[config.mk]
export PLATFORM = sky130hd
export DESIGN_NAME = vmag_sum
export DESIGN_NICKNAME = d
export VERILOG_FILES = /design/src/hw/rtl/vmag_pkg.sv /design/src/hw/rtl/vmag_sum.sv
export SDC_FILE = /design/constraint.sdc
export NUM_CORES = 1
export LEC_CHECK = 0
export ABC_CLOCK_PERIOD_IN_PS = 6820
export BUFFER_PORTS_ARGS = -buffer_cell sky130_fd_sc_hd__buf_2
export CAP_MARGIN = 25
export CORE_MARGIN = 10
export CORE_UTILIZATION = 60
export DETAILED_ROUTE_END_ITERATION = 10
export GPL_TIMING_DRIVEN = 0
export PLACE_DENSITY = 0.94
export SLEW_MARGIN = 20
export SYNTH_ARGS = -nofsm -noshare
export SYNTH_HDL_FRONTEND = slang
export SYNTH_SLANG_ARGS = --single-unit
[constraint.sdc]
create_clock -name clk -period 6.82 [get_ports clk]
set_input_delay 0.341 -clock clk [delete_from_list [all_inputs] [get_ports clk]]
set_output_delay 0.341 -clock clk [all_outputs]
set_load 0.02 [all_outputs]
[src/hw/rtl/vmag_pkg.sv]
// Package for the vector magnitude unit: widths, codes, pipeline control type.
// No dependencies; every other file of the block refers to it by scoped name.
`default_nettype none
package vmag_pkg;

    localparam int COMP_WIDTH = 32;
    localparam int PORT_W     = 32;
    localparam int COUNT_W    = 3;
    localparam int MAG_W      = 33;
    localparam int NUM_COMP   = 4;

    localparam int SQ_W    = 2 * COMP_WIDTH;
    localparam int SUM_W   = SQ_W + 1;
    localparam int ROOT_W  = COMP_WIDTH + 1;
    localparam int TRIAL_W = 2 * ROOT_W;

    // abs, square, pair sum, final sum, one stage per root bit, output
    localparam int LATENCY = ROOT_W + 5;

    localparam logic [COUNT_W-1:0] COUNT_3D = 3'd3;
    localparam logic [COUNT_W-1:0] COUNT_4D = 3'd4;

    localparam logic STATUS_OK      = 1'b0;
    localparam logic STATUS_BADSIZE = 1'b1;

    typedef logic [NUM_COMP-1:0][COMP_WIDTH-1:0] abs_vec_t;
    typedef logic [NUM_COMP-1:0][SQ_W-1:0]       sq_vec_t;

    typedef struct packed {
        logic valid;
        logic bad_size;
    } ctl_t;

endpackage
`default_nettype wire

[src/hw/rtl/vmag_sum.sv]
// Adder tree for the four squares: pair sums, then the exact total (two stages).
// Depends on vmag_pkg.
`default_nettype none
module vmag_sum (
    input  wire logic                          clk,
    input  wire logic                          rst_n,
    input  wire vmag_pkg::sq_vec_t             sq,
    input  wire vmag_pkg::ctl_t                ctl_in,
    output logic [vmag_pkg::SUM_W-1:0]         sum,
    output vmag_pkg::ctl_t                     ctl_out
);

    logic [vmag_pkg::SUM_W-1:0] pair0_next;
    logic [vmag_pkg::SUM_W-1:0] pair1_next;
    logic [vmag_pkg::SUM_W-1:0] pair0_reg;
    logic [vmag_pkg::SUM_W-1:0] pair1_reg;
    logic [vmag_pkg::SUM_W-1:0] sum_next;
    logic [vmag_pkg::SUM_W-1:0] sum_reg;
    vmag_pkg::ctl_t             ctl1_reg;
    vmag_pkg::ctl_t             ctl2_reg;

    assign pair0_next = vmag_pkg::SUM_W'(sq[0]) + vmag_pkg::SUM_W'(sq[1]);
    assign pair1_next = vmag_pkg::SUM_W'(sq[2]) + vmag_pkg::SUM_W'(sq[3]);
    assign sum_next   = pair0_reg + pair1_reg;

    always_ff @(posedge clk or negedge rst_n)
    begin
        if (!rst_n)
        begin
            ctl1_reg <= '0;
            ctl2_reg <= '0;
        end
        else
        begin
            ctl1_reg <= ctl_in;
            ctl2_reg <= ctl1_reg;
        end
    end

    always_ff @(posedge clk)
    begin
        pair0_reg <= pair0_next;
        pair1_reg <= pair1_next;
        sum_reg   <= sum_next;
    end

    assign sum     = sum_reg;
    assign ctl_out = ctl2_reg;

endmodule
`default_nettype wire

# Yosys cells after proc, flatten, opt, wreduce, memory -nomap -nowiden
# Index checks and enable logic that the tools add are counted.
[totals]
elab_cells = 10
reg_bits = 199
output_inout_bits = 67
[op_classes]
addsub = 3
[op_table]
columns = ["op", "n"]
rows = [
  ["$add 64x64->65", 2],
  ["$add 65x65->65", 1],
]

# Depth between registers and ports, before layout
# Gate-level depths: netlist of the first run.
[logic_depth]
depth_word = 1
ltp_mapped = 12
mapped_depth_nobuf = 12

# Worst setup path after synthesis of the first run
# OpenSTA, ideal clock, no wires.
[synth_path]
path_type = "in2reg"
from = "input sq[0] in the netlist's numbering"
to = "register pair0_reg[50] in the netlist's numbering"
path_buffers = 0
cell_stages = 11
setup_slack_ps = 3643
arrival_ps = 3047
cell_sequence = "ha_1 -> fa_1 -> a211oi_1 -> o211ai_1 -> a41o_1 -> a21o_1 -> a221o_1 -> a2111o_1 -> a31oi_1 -> o31ai_1 -> xor2_1"
[synth_via]
elab_chain_cells = 1
[synth_rtl]
columns = ["item", "line", "rtl"]
rows = [
  ["start: declaration", "vmag_sum.sv:7", "input wire vmag_pkg::sq_vec_t sq,"],
  ["$add 64x64->65", "vmag_sum.sv:22", "assign pair0_next = vmag_pkg::SUM_W'(sq[0]) + vmag_pkg::SUM_W'(sq[1]);"],
  ["named net pair0_next, one bit", "vmag_sum.sv:13", "logic [vmag_pkg::SUM_W-1:0] pair0_next;"],
  ["end signal: assignment", "vmag_sum.sv:42", "pair0_reg <= pair0_next;"],
  ["end: declaration", "vmag_sum.sv:15", "logic [vmag_pkg::SUM_W-1:0] pair0_reg;"],
]
# The timed path passes the listed nets, and every way through them passes these cells.

# Worst setup path after layout of the first run
[layout_path]
from = "input sq[128] in the netlist's numbering"
to = "register pair1_reg[64] in the netlist's numbering"
[layout_via]
elab_chain_cells = 1
[layout_rtl]
columns = ["item", "line", "rtl"]
rows = [
  ["$add 64x64->65", "vmag_sum.sv:23", "assign pair1_next = vmag_pkg::SUM_W'(sq[2]) + vmag_pkg::SUM_W'(sq[3]);"],
  ["named net pair1_next, one bit", "vmag_sum.sv:14", "logic [vmag_pkg::SUM_W-1:0] pair1_next;"],
  ["end signal: assignment", "vmag_sum.sv:43", "pair1_reg <= pair1_next;"],
  ["end: declaration", "vmag_sum.sv:16", "logic [vmag_pkg::SUM_W-1:0] pair1_reg;"],
]
# The timed path passes the listed nets, and every way through them passes these cells.

==> results of run 1 <==
==> power groups by stage <==
stage | Sequential, uW | Combinational, uW | Clock (uW)
after floorplan | 1940 | 1970 | 0
after global placement | 1710 | 3030 | 0
after detailed placement | 1730 | 3110 | 0
after CTS | 1710 | 3150 | 957
after global routing | 1740 | 3480 | 1010
final | 1710 | 3210 | 958
==> worst min-delay path by stage <==
stage | from | endpoint | slack, ns | cells past startpoint
detailed placement | rst_n | ctl_out[1] | 0.15 | 1
global route | sq[192] | pair1_reg[0] | 0.11 | 2
floorplan | rst_n | ctl1_reg[0] | 0.05 | 0
global placement | rst_n | ctl1_reg[1] | 0.14 | 1
CTS | sq[192] | pair1_reg[0] | 0.11 | 2
finish | sq[192] | pair1_reg[0] | 0.11 | 2
==> timing repair <==
item | in CTS | in global routing
setup endpoints to repair | 0 | 0
hold buffers | 3 | 0
endpoints found under the hold margin | 6 | 0
resized for setup | 0 | 0
==> through the flow <==
stage               hold WS [ns]  instances  area, um^2
floorplan                 0.0454       1826       15100
global placement           0.144       2476       17100
detailed placement         0.150       2476       17100
CTS                        0.108       2511       17700
global route               0.114       2511       17700
finish                     0.108       2511       17700
==> synth_stat cells, types with 8 or more instances <==
cell	instances
o211ai_1	15
nand2_1	144
nand3_1	41
ha_1	192
dfxtp_1	195
and2_1	13
nand2b_1	18
buf_2	13
and3_1	25
o21ai_1	8
xor2_1	62
nor3_1	23
o31ai_1	8
o21ai_0	111
nand4_1	53
o21bai_1	38
a21oi_1	233
o21a_1	18
inv_1	38
a31oi_1	14
a21o_1	106
nor2_1	106
xnor2_1	119
clkbuf_1	53
a211oi_1	18
nor2b_1	32
==> worst max-delay path: stages <==
cell      delay, ns
buf_2          0.10
ha_1           0.24
fa_1           0.41
a21oi_1        0.27
o211ai_1       0.19
a211oi_1       0.79
o31ai_1        0.24
nand4_1        0.25
a211oi_1       0.14
a21oi_1        0.32
o211ai_1       0.16
a221o_1        0.37
a31o_2         0.26
==> per-layer routing <==
metal	global-route usage	wire, um	up-vias
met1	0.383	20800	7085
met2	0.470	22000	797
met5	0	0	-
met4	0.0720	952	0
li1	-	-	7412
met3	0.0603	4540	89
==> cells by family (layout without fill, tap and decap cells) <==
kind of cell | after synthesis | after routing | synth area share
flops | 199 | 199 | 0.266
buf+inv | 105 | 466 | 0.0273
compound gates | 658 | 658 | 0.280
fa+ha+maj | 195 | 195 | 0.163
xor+xnor | 181 | 181 | 0.105
mux | 1 | 1 | 0.000748
simple gates | 487 | 487 | 0.158
==> area by class of cell <==
cell class,count,area [um^2],area share
Inverter,38,143,0.00807
Clock inverter,14,113,0.00637
Buffer,67,269,0.0152
Tap cell,324,405,0.0229
Timing Repair Buffer,329,1660,0.0940
Multi-Input combinational cell,1522,10600,0.602
Clock buffer,18,439,0.0248
Sequential cell,199,4000,0.226
==> impl_results.md, run 1 <==
* Status: complete, no violations
* Final min period at 3.75 ns
* Clock slew at reported path FFs at 0.08 ns
* Tot GR Track Use at 0.289
* Commonest non-fill, non-tap cell in the layout: buf_2
* CTS buffer count at 17
* Flops & latches, synth at 199
* Pre-CTS setup slack at 2.72 ns
* Remaining DRCs at 0
* Synth warn at 0
* Area Growth Syn to Fin at 17.4%
* Horiz. Die Dim at 178 um
* F_max at 266 MHz
* WS Path Type: in2reg
* FF-to-FF Start: pair0_reg[0]
* N_diodes at 0
* # clock sinks at 199
* Filler Cell Count at 1938
* Via/cell ratio at 6.13
* Reg2reg path depth at 12
* Mapped cell area at 15100 um^2
* Kind of end point of the critical path: register
* Switching pwr at 2600 uW
* Final Max Slew Viols at 0
* Routed Antenna Nets at 0
* Crit path required time at 7.15 ns
* Fin util at 0.721
* TritonCTS clock tree: built
* Pwr/cell area at 333 nW/um^2
* Crit path from: sq[128]
* Cell variety after synth at 77
* Combinational share of power at 0.546
* Row Count at 57
* Setup crit end: pair1_reg[64]
* Async set-reset flop share out of synthesis at 0.0201
* P_int at 3280 uW
* Switch share at 0.443
* RSZ-0062 raised after global routing: false
* Initial drt markers at 1394
* Part of the cycle the worst path needs at 0.550
* Total power at 5880 uW
* Worst skew pair latency at 0.44 ns
* Leakage at 0.00832 uW
* Synth Instances at 1826
* Number of flops mapped to enable cells by yosys at 0
* Die area at 31800 um^2
* Worst Path Max Fanout at 4
* Starting Density at 0.614
* Pin count of the biggest net entering global routing at 19
* Worst EP arrival at 4.09 ns
* Drt total wl at 48.4 mm
* Core area at 24500 um^2
* Post-DP HPWL at 40.3 mm
* First-pass GRT wire length at 75.2 mm
* Average wire per standard cell at 19.3 um
* Highest-count cells in the layout ignoring fill and taps: buf_2 (339), a21oi_1 (233), dfxtp_1 (195)
* Post-synth top flop: dfxtp_1
* Synth top area cells: dfxtp_1 (26%), ha_1 (16%), a21oi_1 (7.7%)
* Gp weighted congestion at 0.996
* Syn Nets at 2281
* Max cap viols at 0
* Gr ovfl total at 0
* Setup violators final at 0
* Share of the synthesized area in the top cell type at 0.259
* Yosys top cell by area: dfxtp_1
* Clk network pwr share at 0.163
* Final Hold Viols at 0
* Slew @ Worst Pin at 0.892 ns
* Worst Clk Skew at 0.00996 ns
* IO buf count at 326
* Synth Area per Inst at 8.25 um^2
* # IOs at 327
* NumNets Final at 2629
* Fin worst setup slack at 3.07 ns
* Critical Path Source Type: primary input
* R2R Setup Slk at 3.17 ns
* CTS Root Cell: clkbuf_16
* Vias in the first global route at 14900
* Die Ht at 178 um
* Post-CTS setup repair buffer count at 0
* Sequential fraction of design power at 0.291
* Initial antenna violation count at 1
* End of the worst register-to-register path: sum[60]
* Initial DRT Pass Iterations at 7
* Hold crit path type: in2reg
* Share of layout cells above drive strength 1 at 0.184
* Clk buf depth at 2
* Max VDD drop at 0.000329 V
* Final TNS setup at 0 ns
* Seq/Total Area, Yosys at 0.266
* Via count at 15400
* Slew margin rel. at 0.402
* H-tree levels at 4
(Power assumes the default switching activity.)
==> run 2, diff against run 1 <==
--- a/config.mk
+++ b/config.mk
@@ -5,14 +5,14 @@
 export SDC_FILE = /design/constraint.sdc
 export NUM_CORES = 1
 export LEC_CHECK = 0
-export ABC_CLOCK_PERIOD_IN_PS = 6820
+export ABC_CLOCK_PERIOD_IN_PS = 3300
 export BUFFER_PORTS_ARGS = -buffer_cell sky130_fd_sc_hd__buf_2
 export CAP_MARGIN = 25
 export CORE_MARGIN = 10
-export CORE_UTILIZATION = 60
+export CORE_UTILIZATION = 51
 export DETAILED_ROUTE_END_ITERATION = 10
 export GPL_TIMING_DRIVEN = 0
-export PLACE_DENSITY = 0.94
+export PLACE_DENSITY = 0.86
 export SLEW_MARGIN = 20
 export SYNTH_ARGS = -nofsm -noshare
 export SYNTH_HDL_FRONTEND = slang
==> constraint.sdc (replaced) <==
create_clock -name clk -period 3.3 [get_ports clk]
set_input_delay 0.165 -clock clk [delete_from_list [all_inputs] [get_ports clk]]
set_output_delay 0.165 -clock clk [all_outputs]
set_load 0.02 [all_outputs]
==> impl_results.md, run 2 (synthesis results as in run 1) <==
* Worst Clk Skew at 0.0115 ns (+0.00154 ns)
* Slew margin rel. at 0.500 (+0.0986)
* Kind of end point of the critical path: register
* Horiz. Die Dim at 192 um (+7.5%)
* H-tree levels at 4 (unchanged)
* Crit path required time at 3.66 ns (-3.49 ns)
* CTS buffer count at 17 (unchanged)
* Commonest non-fill, non-tap cell in the layout: buf_2
* Filler Cell Count at 2505 (+29%)
* Final min period at 3.18 ns
* N_diodes at 0 (unchanged)
* Initial DRT Pass Iterations at 8 (+1)
* IO buf count at 326 (unchanged)
* # clock sinks at 199 (unchanged)
* Register Area at 4000 um^2 (unchanged)
* First-pass GRT wire length at 76.9 mm (+2.2%)
* Leakage at 0.00838 uW (+0.79%)
* Critical path's largest stage delay at 0.69 ns (-0.10 ns)
* Gp weighted congestion at 0.986 (-0.97%)
* Initial drt markers at 1164 (-16%)
* # IOs at 327 (unchanged)
* Max cap viols at 0 (unchanged)
* Vias in the first global route at 15000 (+0.38%)
* Worst EP arrival at 3.54 ns (-0.55 ns)
* Part of the cycle the worst path needs at 0.963
* Remaining DRCs at 0 (unchanged)
* Via count at 15200 (-1.4%)
* Die area at 36800 um^2 (+16%)
* NumNets Final at 2633 (+0.15%)
* Average wire per standard cell at 19.4 um (+0.91%)
* Drt total wl at 50.0 mm (+3.5%)
* Worst Path Max Fanout at 4 (unchanged)
* Die Ht at 192 um (+7.5%)
* WS Path Type: in2reg
* Via/cell ratio at 5.89 (-3.9%)
* Total power at 12400 uW (+110%)
* TritonCTS clock tree: built
* Hold crit path type: in2reg
* Routed Antenna Nets at 0 (unchanged)
* Pwr/cell area at 692 nW/um^2 (+110%)
* Final Max Slew Viols at 0 (unchanged)
* Core area at 28900 um^2 (+18%)
* Pre-CTS setup slack at -0.524 ns (-3.25 ns)
* Area Growth Syn to Fin at 19.4%
* Setup violators final at 0 (unchanged)
* Fin worst setup slack at 0.121 ns (-2.95 ns)
* F_max at 315 MHz
* Final Hold Viols at 0 (unchanged)
* Starting Density at 0.520 (-0.0934)
* Highest-count cells in the layout ignoring fill and taps: buf_2 (339), a21oi_1 (231), dfxtp_1 (195)
* R2R Setup Slk at 0.13 ns (-3.04 ns)
* Worst path cell trace: buf_2 > ha_1 > a21oi_1 > nor2_1 > o211ai_1 > a31oi_1 > o311ai_1 > a2111oi_2 > o211ai_1 > a21oi_2 > a221oi_1 > xnor2_1
* Initial antenna violation count at 0 (-1)
* Gr ovfl total at 0 (unchanged)
* Pin count of the biggest net entering global routing at 20 (+1)
* Tot GR Track Use at 0.258 (-0.0306)
* Worst skew pair latency at 0.45 ns (about the same)
* Share of layout cells above drive strength 1 at 0.193 (+0.00879)
* Non-Filler Instances at 2575 (+2.5%)
* Critical Path Source Type: primary input
* Slew @ Worst Pin at 0.738 ns (-0.154 ns)
* Clk buf depth at 2 (unchanged)
* Row Count at 62 (+8.8%)
* Clock slew at reported path FFs at 0.07 ns (about the same)
* CP max-delay cell: o311ai_1
* Fin util at 0.621 (-0.0992)
* Multi-input logic area at 10800 um^2 (+1.4%)
* CTS Root Cell: clkbuf_16
* Post-DP HPWL at 42.0 mm (+4.3%)
* Crit-path most repeated cell: o211ai_1
* Placed Instances at 2536 (+2.4%)
* Max VDD drop at 0.000447 V (+36%)
* Status: complete, no violations
[run 2: cell types whose count changed in the layout (fill, tap and decap cells not counted), moves of 3 or more]
cell / delta
o21ai_2: +3
a211oi_1: -4
o31ai_1: -3
a211oi_2: +4
[run 2: routing by layer]
metal,routed length [um],vias up,track usage
met5,0,-,0
met4,1120,0,0.0790
met3,4010,71,0.0448
met2,22400,646,0.409
met1,22500,7019,0.350
li1,-,7427,-
[run 2: where the power goes]
part,internal [uW],leakage [uW],switching (uW)
registers,3230,0.00169,297
clock network,1100,0.000292,1010
logic,2580,0.00640,4220
[run 2: path summary, 6_finish.rpt]
check / start / depth (start not counted) / endpoint
worst max-delay path: sq[1] / 12 / pair0_reg[63]
worst min-delay path: sq[193] / 2 / pair1_reg[1]
worst max register to register: pair1_reg[0] / 12 / sum[60]
worst min register to register: ctl1_reg[0] / 0 / ctl_out[0]
max in group asynchronous: rst_n / 2 / ctl1_reg[0]
min in group asynchronous: rst_n / 2 / ctl_out[1]
[run 2: what timing repair did]
action | CTS | global route
resized for setup | 5 | 22
hold endpoints to repair | 8 | 0
pin swaps | 0 | 8
setup buffers | 0 | 2
hold buffers | 5 | 0
setup endpoints to repair | 7 | 19
[run 2: layout make-up]
type / count / share of cell area
inverter: 38 / 0.00793
sequential: 199 / 0.223
clock buffer: 18 / 0.0244
tap: 384 / 0.0267
timing repair buffer: 333 / 0.0944
buffer: 67 / 0.0150
multi-input combinational: 1522 / 0.600
clock inverter: 14 / 0.00870
[run 2: through the flow]
step	hold slack (ns)	setup TNS (ns)	area, um^2
after floorplan	-0.131	0	15100
after global placement	-0.0334	-4.98	17200
after detailed placement	-0.0237	-6.18	17200
after CTS	0.00478	-0.0214	17800
after global routing	0.00979	-0.0384	18000
final	0.0117	0	18000
[run 2: worst max-delay path, delay by kind of cell]
family | cells | cell delay (ns)
compound gates | 8 | 2.65
buf+inv | 1 | 0.12
fa+ha+maj | 1 | 0.30
simple gates | 1 | 0.11
xor+xnor | 1 | 0.19
